[src/hw/rtl/iol_pkg.sv]
// iol_pkg: shared types and codes for the indexed ordered list
// request and result payloads, command and status codes, cell control
// no dependencies
package iol_pkg;

  localparam int unsigned DefaultDepth      = 64;
  localparam int unsigned DefaultValueWidth = 32;

  // request commands
  typedef enum logic [2:0] {
    CMD_INS_HEAD = 3'd0,
    CMD_INS_TAIL = 3'd1,
    CMD_INS_AT   = 3'd2,
    CMD_DEL_HEAD = 3'd3,
    CMD_DEL_TAIL = 3'd4,
    CMD_DEL_AT   = 3'd5,
    CMD_READ_AT  = 3'd6,
    CMD_LOOKUP   = 3'd7
  } cmd_e;

  // result status codes
  typedef enum logic [1:0] {
    ST_OK    = 2'd0,
    ST_RANGE = 2'd1,
    ST_EMPTY = 2'd2,
    ST_FULL  = 2'd3
  } status_e;

  typedef struct packed {
    logic [2:0]         cmd;
    logic signed [31:0] value;
    logic [6:0]         position;
  } req_t;

  typedef struct packed {
    logic [1:0]         status;
    logic signed [31:0] read_value;
    logic               found;
    logic [6:0]         count;
  } res_t;

  // per-cycle control broadcast to every cell of the row
  typedef struct packed {
    logic ins;     // shift up from the selected position, write new value there
    logic del;     // shift down onto the selected position
    logic rd;      // the selected cell drives its entry onto the read bus
    logic lookup;  // live cells compare against the request value
  } cell_ctrl_t;

endpackage

[src/hw/rtl/iol_ctrl.sv]
// iol_ctrl: request decode for the list row
// checks bounds against the length, picks the position and the next length
// depends on iol_pkg
module iol_ctrl import iol_pkg::*; #(
  parameter int unsigned Depth    = DefaultDepth,
  parameter int unsigned IdxWidth = 6,
  parameter int unsigned CntWidth = 7
) (
  input  req_t                req_i,
  input  logic                start_i,
  input  logic [CntWidth-1:0] count_i,
  output cell_ctrl_t          ctrl_o,
  output logic [IdxWidth-1:0] pos_o,
  output logic [1:0]          status_o,
  output logic [CntWidth-1:0] count_d_o
);

  localparam int unsigned CmpWidth = (CntWidth > 7) ? CntWidth : 7;
  localparam logic [CmpWidth-1:0] DepthC = CmpWidth'(Depth);

  logic [CmpWidth-1:0] cnt_ext, pos_ext, pos_sel;
  logic                full, empty;

  assign cnt_ext = CmpWidth'(count_i);
  assign pos_ext = CmpWidth'(req_i.position);
  assign full    = (cnt_ext >= DepthC);
  assign empty   = (count_i == '0);

  // command decode and bounds checks
  always_comb begin
    ctrl_o   = '0;
    status_o = ST_OK;
    pos_sel  = pos_ext;
    case (req_i.cmd) inside
      CMD_INS_HEAD, CMD_INS_TAIL, CMD_INS_AT: begin
        if (req_i.cmd == CMD_INS_HEAD) begin
          pos_sel = '0;
        end else if (req_i.cmd == CMD_INS_TAIL) begin
          pos_sel = cnt_ext;
        end
        if (full) begin
          status_o = ST_FULL;
        end else if (pos_sel > cnt_ext) begin
          status_o = ST_RANGE;
        end else begin
          ctrl_o.ins = start_i;
        end
      end
      CMD_DEL_HEAD, CMD_DEL_TAIL, CMD_DEL_AT: begin
        if (req_i.cmd == CMD_DEL_HEAD) begin
          pos_sel = '0;
        end else if (req_i.cmd == CMD_DEL_TAIL) begin
          pos_sel = cnt_ext - CmpWidth'(1);
        end
        if (empty) begin
          status_o = ST_EMPTY;
        end else if (pos_sel >= cnt_ext) begin
          status_o = ST_RANGE;
        end else begin
          ctrl_o.del = start_i;
        end
      end
      CMD_READ_AT: begin
        if (empty) begin
          status_o = ST_EMPTY;
        end else if (pos_sel >= cnt_ext) begin
          status_o = ST_RANGE;
        end else begin
          ctrl_o.rd = 1'b1;
        end
      end
      default: begin
        if (empty) begin
          status_o = ST_EMPTY;
        end else begin
          ctrl_o.lookup = 1'b1;
        end
      end
    endcase
  end

  // position is only used when it lies inside the row
  assign pos_o = pos_sel[IdxWidth-1:0];

  // next length
  always_comb begin
    count_d_o = count_i;
    if (ctrl_o.ins) begin
      count_d_o = count_i + CntWidth'(1);
    end else if (ctrl_o.del) begin
      count_d_o = count_i - CntWidth'(1);
    end
  end

endmodule

[config.mk]
export PLATFORM = sky130hd
export DESIGN_NAME = iol_ctrl
export DESIGN_NICKNAME = d
export VERILOG_FILES = /design/src/hw/rtl/iol_pkg.sv /design/src/hw/rtl/iol_ctrl.sv
export SDC_FILE = /design/constraint.sdc
export NUM_CORES = 1
export LEC_CHECK = 0
export BUFFER_PORTS_ARGS = -buffer_cell sky130_fd_sc_hd__buf_2
export CAP_MARGIN = 40
export CORE_MARGIN = 2
export CORE_UTILIZATION = 44
export DETAILED_ROUTE_END_ITERATION = 10
export GPL_ROUTABILITY_DRIVEN = 0
export GPL_TIMING_DRIVEN = 1
export PLACE_DENSITY = 0.81
export SYNTH_ARGS = -nofsm -noshare
export SYNTH_HDL_FRONTEND = slang
export SYNTH_SLANG_ARGS = --single-unit
[constraint.sdc]
create_clock -name vclk -period 5.6
set_input_delay 1.4 -clock vclk [all_inputs]
set_output_delay 1.4 -clock vclk [all_outputs]
set_load 0.03 [all_outputs]
==> impl_summary.txt <==
----------------------------------------------------
[Outcome]
  Outcome ... complete, no violations

[Floorplan]
  Die height ... 57.2 um
  Number of placement rows ... 19
  Width of the die ... 57.2 um
  Number of top-level pins ... 69
  Die area ... 3280 um^2
  Starting Density ... 0.456
  Core Footprint ... 2730 um^2

[Pwr]
  Pwr Density ... 100 nW/um^2
  Sequential share of power ... 0
  Standby leakage power ... 0.823 nW
  Combinational Power Share ... 1.000
  Net switching fraction of the power ... 0.615
  Overall power consumption ... 0.161 mW
  Cell Int Power ... 0.0620 mW
  Net load switching power ... 0.0993 mW
  Clock power frac ... 0
  Worst IR Drop VDD ... 84.8 uV

[STA]
  Highest clock rate ... 183 MHz
  Worst relative slew slack ... 0.659
  Final Slew Violations ... 0
  Minimum setup slack in the final design ... 0.130 ns
  Final cycle utilization of the critical path ... 0.977
  Measured slew at the worst slew-check pin ... 0.511 ns
  Min cycle time layout ... 5.47 ns
  Final setup fails ... 0
  Total count of hold-check failures in the final report ... 0

[Critical path]
  Data required, critical path ... 4.20 ns
  Peak per-stage delay on the critical path ... 0.37 ns
  Setup CP Type ... in -> out
  Cell repeated most along the worst path ... buf_2
  Critical path, cell by cell ... buf_2 -> or2_1 -> nor2_2 -> a22o_1 -> ha_1 -> a211oi_1 -> nor2_1 -> o41ai_2 -> and3_2 -> nand2_1 -> o32ai_2 -> buf_2
  Arrival time of the worst setup path ... 4.07 ns
  Worst Setup SP ... req_i[41]
  Largest driver fanout on the critical path ... 8
  Category of the worst setup path launch point ... input pin
  Critical-path cell with the highest stage delay ... and3_2
  Critical Path End Type ... primary output

[Final layout]
  Number of sequential cells in the layout ... 0
  Most frequent standard cell in the layout excluding fill and tap cells ... buf_2
  Final cell count without fillers ... 268
  Final nets ... 313
  Number of clock buffers in the layout ... 0
  Post-route cell area ... 1610 um^2
  Layout cells sized above 1 ... 0.291
  Number of fill cells in the layout ... 254
  Signed area change from the synthesized netlist to the final layout ... 29.2%
  FF/Latch Area ... 0 um^2
  Top library cells by usage in the layout, fill and taps aside ... buf_2, ha_1, nor2_1, nand2_1, a21oi_1
  Ant. Diodes ... 0
  Final core utilization ... 0.589

[Yosys]
  Post-synth cell types ... 42
  Count of yosys warnings during synthesis ... 0
  Seq/Total Area, Yosys ... 0
  Synth Cell Area ... 1250 um^2
  Synthesized Nets ... 266
  Avg Synthesized Cell Area ... 6.50 um^2
  Gate count after technology mapping ... 192

[Placed design]
  Count of port buffers added during placement ... 37
  Placed inst area ... 1560 um^2
  HPWL after detailed placement ... 3.17 mm
  Placed Cells incl. Taps ... 267
  Worst setup slack after placement ... 0.0367 ns

[Routing]
  First drt pass iteration count ... 4
  Final routed wirelength across all metal layers ... 3.79 mm
  Via-to-Cell Ratio ... 5.87
  Initial drt markers ... 172
  Antenna violation net count after detailed routing ... 0
  Vias after detailed routing ... 1,573
  DRC errors left ... 0
  Average detailed-routed wire length per instance ... 14.2 um

[Global routing]
  Global-route wire length before repair ... 6.25 mm
  Remaining global-route overflow ... 0
  Via count of the first global-routing pass ... 1,344
  Overall routing resource usage ... 0.232
  Number of antenna violations at the first check in global routing ... 0
  Maximum number of pins on one net before global-route repair ... 23

[Job]
  Max-cap violations ... 0

[Hold path]
  End point of the worst hold path ... count_d_o[2]
  Class of the worst hold path ... in -> out
  Beginning of the worst hold path ... count_i[2]
  Cell depth of the worst min-delay path ... 3

----------------------------------------------------
[per-layer routing]
layer	track usage	part of all wire	up-vias	routed length, um
li1	-	-	800	-
met1	0.354	0.47	694	1790
met2	0.363	0.44	75	1680
met3	0.00907	0.077	4	293
met4	0.0432	0.0087	0	33
met5	0	0	-	0
[worst max path at each step]
stage | endpoint | slack, ns | depth (start not counted)
after floorplan | count_d_o[0] | 0.01 | 13
after global placement | count_d_o[4] | 0.07 | 16
after detailed placement | count_d_o[4] | 0.04 | 16
after CTS | count_d_o[4] | 0.03 | 16
after global routing | count_d_o[4] | -0.06 | 16
final | count_d_o[6] | 0.13 | 12
[Yosys cell counts (3+ instances only)]
cell,instances,area share
and4_1,3,0.021
clkbuf_1,5,0.015
nand2_1,23,0.069
nor2_1,23,0.069
a21o_1,3,0.018
a22o_1,3,0.021
a211oi_1,5,0.030
nand3_1,4,0.016
o21ai_1,10,0.040
xnor2_1,8,0.056
nand4_1,5,0.025
ha_1,24,0.24
a222oi_1,3,0.024
a21oi_1,24,0.096
o22ai_1,3,0.015
nor2b_1,3,0.015
mux2i_1,3,0.024
inv_1,10,0.030
[cell families after synthesis]
family / after synthesis / share of synthesized area
xor+xnor: 9 / 0.0632
compound gates: 62 / 0.326
fa+ha+maj: 24 / 0.241
simple gates: 72 / 0.272
buf+inv: 22 / 0.0742
mux: 3 / 0.0241
[power by group through the flow]
stage          registers (mW)  clock network (mW)  logic, mW
2_1_floorplan               0                   0      0.105
3_3_place_gp                0                   0      0.152
3_5_place_dp                0                   0      0.155
4_1_cts                     0                   0      0.156
5_1_grt                     0                   0      0.178
6_report                    0                   0      0.161
[worst max-delay path: cells and delay by family]
family | cells | cell delay (ns)
AO/OA/AOI/OAI | 4 | 0.98
buffers and inverters | 2 | 0.33
adder cells (fa/ha/maj) | 1 | 0.25
AND/OR/NAND/NOR | 5 | 1.10
[stage by stage]
stage	TNS [ns]	hold slack, ns
final	0	3.17
after global routing	-0.0858	3.18
after CTS	0	3.17
after detailed placement	0	3.17
after global placement	0	3.17
after floorplan	0	2.93
[cell type report]
cell class	instances	area (um^2)	share of cell area
well taps	31	38.8	0.0241
inverters	13	48.8	0.0303
repair buffers	54	322	0.200
multi-input cells	170	1200	0.746
[what timing repair did]
action,4_1_cts,5_1_grt
gates resized for setup,0,13
setup buffers,0,1
endpoints found under the setup margin,0,9
hold buffers,0,0
(Power assumes the default switching activity.)
