[config.mk]
export PLATFORM = sky130hd
export DESIGN_NAME = iol_cell
export DESIGN_NICKNAME = d
export VERILOG_FILES = /design/src/hw/rtl/iol_pkg.sv /design/src/hw/rtl/iol_cell.sv
export SDC_FILE = /design/constraint.sdc
export NUM_CORES = 1
export LEC_CHECK = 0
export ABC_AREA = 1
export BUFFER_PORTS_ARGS = -buffer_cell sky130_fd_sc_hd__buf_4
export CORE_MARGIN = 5
export CORE_UTILIZATION = 43
export CTS_CLUSTER_SIZE = 28
export DETAILED_ROUTE_END_ITERATION = 12
export GPL_TIMING_DRIVEN = 0
export PLACE_DENSITY = 0.93
export SLEW_MARGIN = 20
export SYNTH_ARGS = -nofsm -noshare
export SYNTH_HDL_FRONTEND = slang
export SYNTH_SLANG_ARGS = --single-unit
export TNS_END_PERCENT = 50
[constraint.sdc]
create_clock -name clk_i -period 2.8 [get_ports clk_i]
set_input_delay 0.14 -clock clk_i [delete_from_list [all_inputs] [get_ports clk_i]]
set_output_delay 0.14 -clock clk_i [all_outputs]
set_load 0.02 [all_outputs]
[src/hw/rtl/iol_pkg.sv]
// iol_pkg: shared types and codes for the indexed ordered list
// request and result payloads, command and status codes, cell control
// no dependencies
package iol_pkg;

  localparam int unsigned DefaultDepth      = 64;
  localparam int unsigned DefaultValueWidth = 32;

  // request commands
  typedef enum logic [2:0] {
    CMD_INS_HEAD = 3'd0,
    CMD_INS_TAIL = 3'd1,
    CMD_INS_AT   = 3'd2,
    CMD_DEL_HEAD = 3'd3,
    CMD_DEL_TAIL = 3'd4,
    CMD_DEL_AT   = 3'd5,
    CMD_READ_AT  = 3'd6,
    CMD_LOOKUP   = 3'd7
  } cmd_e;

  // result status codes
  typedef enum logic [1:0] {
    ST_OK    = 2'd0,
    ST_RANGE = 2'd1,
    ST_EMPTY = 2'd2,
    ST_FULL  = 2'd3
  } status_e;

  typedef struct packed {
    logic [2:0]         cmd;
    logic signed [31:0] value;
    logic [6:0]         position;
  } req_t;

  typedef struct packed {
    logic [1:0]         status;
    logic signed [31:0] read_value;
    logic               found;
    logic [6:0]         count;
  } res_t;

  // per-cycle control broadcast to every cell of the row
  typedef struct packed {
    logic ins;     // shift up from the selected position, write new value there
    logic del;     // shift down onto the selected position
    logic rd;      // the selected cell drives its entry onto the read bus
    logic lookup;  // live cells compare against the request value
  } cell_ctrl_t;

endpackage

[src/hw/rtl/iol_cell.sv]
// iol_cell: one entry of the shifting list row
// takes from its left or right neighbor on insert or delete, reports match and read data
// depends on iol_pkg
module iol_cell import iol_pkg::*; #(
  parameter int unsigned Index      = 0,
  parameter int unsigned ValueWidth = DefaultValueWidth,
  parameter int unsigned IdxWidth   = 6,
  parameter int unsigned CntWidth   = 7
) (
  input  logic                  clk_i,
  input  cell_ctrl_t            ctrl_i,
  input  logic [IdxWidth-1:0]   pos_i,
  input  logic [CntWidth-1:0]   count_i,
  input  logic [ValueWidth-1:0] wr_value_i,
  input  logic [ValueWidth-1:0] left_i,
  input  logic [ValueWidth-1:0] right_i,
  output logic [ValueWidth-1:0] entry_o,
  output logic                  match_o,
  output logic [ValueWidth-1:0] rd_o
);

  localparam logic [IdxWidth-1:0] MyIdx = IdxWidth'(Index);
  localparam logic [CntWidth-1:0] MyCnt = CntWidth'(Index);

  logic [ValueWidth-1:0] entry_d, entry_q;
  logic                  live;

  assign live = (MyCnt < count_i);

  // neighbor selection for insert and delete
  always_comb begin
    entry_d = entry_q;
    if (ctrl_i.ins) begin
      if (MyIdx > pos_i) begin
        entry_d = left_i;
      end else if (MyIdx == pos_i) begin
        entry_d = wr_value_i;
      end
    end else if (ctrl_i.del && (MyIdx >= pos_i)) begin
      entry_d = right_i;
    end
  end

  // entry storage, no reset: only live entries are ever read
  always_ff @(posedge clk_i) begin
    entry_q <= entry_d;
  end

  assign entry_o = entry_q;
  assign match_o = ctrl_i.lookup && live && (entry_q == wr_value_i);
  assign rd_o    = (ctrl_i.rd && (MyIdx == pos_i)) ? entry_q : '0;

endmodule

==> impl_summary.log <==
[metrics] run status: completed
[metrics] combinational family with the most area after synthesis: simple AND/OR/NAND/NOR gates
[metrics] wire length the detailed router placed on met1: 2820 µm
[metrics] Critical Path, Cell by Cell: inv_1, nand2_1, nand2_1, nor2_1, nand2_1, nor2_1, nand3_1, nor2_1, buf_4
[metrics] Async S/R FF share, synth: 0%
[metrics] most frequently used cell type in the post-synthesis netlist: sky130_fd_sc_hd__nand2_1
[metrics] last weighted congestion value of the routability-driven placer: 0.788
[metrics] CP max FO: 3
[metrics] top post-synthesis cells by count: sky130_fd_sc_hd__nand2_1, sky130_fd_sc_hd__inv_1, sky130_fd_sc_hd__edfxtp_1
[metrics] worst hold path type: in2reg
[metrics] Routed Wire Length: 7750 µm
[metrics] fraction of final layout cells sized beyond drive strength 1: 40.1%
[metrics] transition time at the pin with the least slew margin: 0.887 ns
[metrics] routed wire length per instance: 14.4 µm
[metrics] highest signal layer in the routed design: met4
[metrics] deepest level of the CTS H-tree: 2
[metrics] placeable core region: 5070 µm²
[metrics] arrival time reported for the critical path endpoint: 1.56 ns
[metrics] worst-case vdd ir drop: 0.000213 V
[metrics] number of placed I/O pins: 179
[metrics] worst max-slew margin expressed relative to the limit: 40.9%
[metrics] Largest stage delay, worst path: 0.38 ns
[metrics] endpoint type of the worst setup path: output pin
[metrics] post-synthesis cell area: 2240 µm²
[metrics] number of hold buffers added after CTS: 0
[metrics] max FFs per register: 32
[metrics] crit share post-route: 60.8%
[metrics] fin nets: 583
[metrics] share of Yosys cell area claimed by the top area cell type: 42.9%
[metrics] final global-route overflow total: 0
[metrics] area taken by multi-input logic gates: 1010 µm²
[metrics] detailed-routing iteration count for the pre-antenna-repair pass: 4
[metrics] Main synth FF type: sky130_fd_sc_hd__edfxtp_1
[metrics] # DRC: 0
[metrics] first-pass GRT wire length: 11900 µm
[metrics] Num CTS Buffers: 5
[metrics] number of buffers on the longest clock path: 2
[metrics] fill cell instance count of the final layout: 447
[metrics] vias in the first global route: 2627
[metrics] Final Max Tran Viols: 0
[metrics] Die Span X: 82.2 µm
[metrics] Worst EP required: 2.66 ns
[metrics] Met2 Routed Length: 4000 µm
[metrics] antenna cell count: 0
[metrics] Pwr Density: 310 nW/µm²
[metrics] synthesis warning total: 0
[metrics] CP Class: reg2out
[metrics] Layout Cells excl Fill: 539
[metrics] part of the Yosys area used for sequential elements: 42.9%
[metrics] Clk pin slew, worst setup/hold paths: 0.07 ns
[metrics] sink count of the clock tree: 32
[metrics] Worst setup SP type: flip-flop
[metrics] max-cap viol count: 0
[metrics] leakage power: 1.88 nW
[metrics] main area contributors after synthesis: sky130_fd_sc_hd__edfxtp_1, sky130_fd_sc_hd__nand2_1, sky130_fd_sc_hd__inv_1
[metrics] DIE HEIGHT: 82.2 µm
[metrics] total count of hold-check failures in the final report: 0
[metrics] hold path cells: 3
[metrics] post-CTS setup buffer count: 0
[metrics] standard-cell row count: 26
[metrics] gate count after technology mapping: 316
[metrics] FF+latch count, synth: 32
[metrics] number of vias per cell after detailed routing: 4.73
[metrics] share of synthesized cell area in and, or, nand and nor gates: 34.7%
[metrics] setup-violating endpoint count in the final report: 0
[metrics] Antenna Violating Nets Remaining: 0
[metrics] largest net degree at the start of global routing: 33
[metrics] PostCTS Resize Cnt: 0
[metrics] mux share of post-synthesis cell area: 0%
[metrics] synth-to-layout area growth: 56.2%
[metrics] count of port buffers added during placement: 146
[metrics] Finished Cell Area: 3500 µm²
[metrics] DRC violation total after the first TritonRoute iteration: 152
[metrics] sum of met3 wire segment lengths after detailed routing: 770 µm
[metrics] number of enable-type register cells in the synthesized netlist: 32
[metrics] CTS tree: done
[metrics] antenna violations before repair: 0
[metrics] buffer cell driving the clock tree root: sky130_fd_sc_hd__clkbuf_8
[metrics] synthesized-area fraction occupied by xor and xnor cells: 3.13%
[metrics] detailed placement HPWL: 6300 µm
[metrics] cell count after placement: 532
[metrics] library cell occupying the most area in the post-synthesis netlist: sky130_fd_sc_hd__edfxtp_1
[metrics] via count: 2548
[metrics] setup repair after global routing missed its margin: no
[metrics] Post-Synth Adder-Cell Area: 0%
[metrics] Placed Instance Area: 3420 µm²
[metrics] all-layer global routing usage: 23.1%
[metrics] area of all sequential standard cells: 961 µm²
[metrics] final period demand of the worst path: 1.70 ns
[metrics] post-synthesis net count: 430
[metrics] highest clock rate: 0.588 GHz
[metrics] die outline area: 6760 µm²
[metrics] share of the synthesized area in compound gates (AO/OA/AOI/OAI): 7.04%
[metrics] slowest CP cell: sky130_fd_sc_hd__edfxtp_1
[metrics] sum of negative setup slack: 0 ns
[metrics] Initial Utilization: 44.2%
[metrics] average footprint of a synthesized cell: 7.09 µm²
[metrics] count of distinct cell types in the synthesized netlist: 18
-- critical path: cells and delay by family (launching register included) --
family | cells | cell delay (ns)
buffers and inverters | 2 | 0.24
flip-flops | 1 | 0.38
AND/OR/NAND/NOR | 7 | 0.66
-- metal layers --
metal	GRT usage, %	vias up
met5	0	-
met4	7.81	0
met3	7.05	16
met2	42.8	130
met1	24.7	1142
li1	-	1260
-- cells in the final DEF, fill, tap and decap left out --
cell	instances
sky130_fd_sc_hd__o211a_2	1
sky130_fd_sc_hd__nor2_2	28
sky130_fd_sc_hd__xnor2_1	5
sky130_fd_sc_hd__a21boi_0	1
sky130_fd_sc_hd__nand3_1	2
sky130_fd_sc_hd__clkbuf_8	5
sky130_fd_sc_hd__nand3_2	1
sky130_fd_sc_hd__nor2_4	2
sky130_fd_sc_hd__inv_1	57
sky130_fd_sc_hd__clkinv_1	2
sky130_fd_sc_hd__nor2_1	21
sky130_fd_sc_hd__o21ai_0	28
sky130_fd_sc_hd__nor3_1	3
sky130_fd_sc_hd__inv_2	1
sky130_fd_sc_hd__nand2_1	121
sky130_fd_sc_hd__buf_6	3
sky130_fd_sc_hd__edfxtp_1	32
sky130_fd_sc_hd__buf_4	146
sky130_fd_sc_hd__xor2_1	3
sky130_fd_sc_hd__nor4_2	1
sky130_fd_sc_hd__clkbuf_1	6
-- through the flow --
step / utilization (%) / total power, mW / setup WS (ns) / hold slack (ns)
2_1_floorplan: - / 0.633 / 1.17 / 0.319
3_3_place_gp: 67.5 / 0.753 / 0.711 / 0.402
3_5_place_dp: 67.5 / 0.760 / 0.950 / 0.408
4_1_cts: 69.0 / 1.09 / 1.11 / 0.113
5_1_grt: 69.0 / 1.13 / 0.963 / 0.115
6_report: 69.0 / 1.09 / 1.10 / 0.118
-- logic make-up (layout without fill, tap and decap cells) --
group           Yosys count  in the layout
compound gates           30             30
xor+xnor                  8              8
buf+inv                  67            220
flops                    32             32
simple gates            179            179
-- final timing paths --
check,start,to,slack (ns)
setup / recovery,entry_o[1]$_DFFE_PP_,match_o,1.10
hold / removal,right_i[28],entry_o[28]$_DFFE_PP_,0.12
-- final cells by class --
class | count | area share [%]
inverters | 58 | 6.22
well taps | 70 | 2.50
clock inverters | 2 | 0.214
repair buffers | 146 | 31.3
multi-input cells | 217 | 28.7
clock buffers | 5 | 1.97
flip-flops and latches | 32 | 27.4
plain buffers | 9 | 1.61
-- report_power, final --
part           internal, mW  switching [mW]
registers             0.536         0.00370
clock network         0.164           0.172
logic                 0.112          0.0976
(Power assumes the default switching activity.)
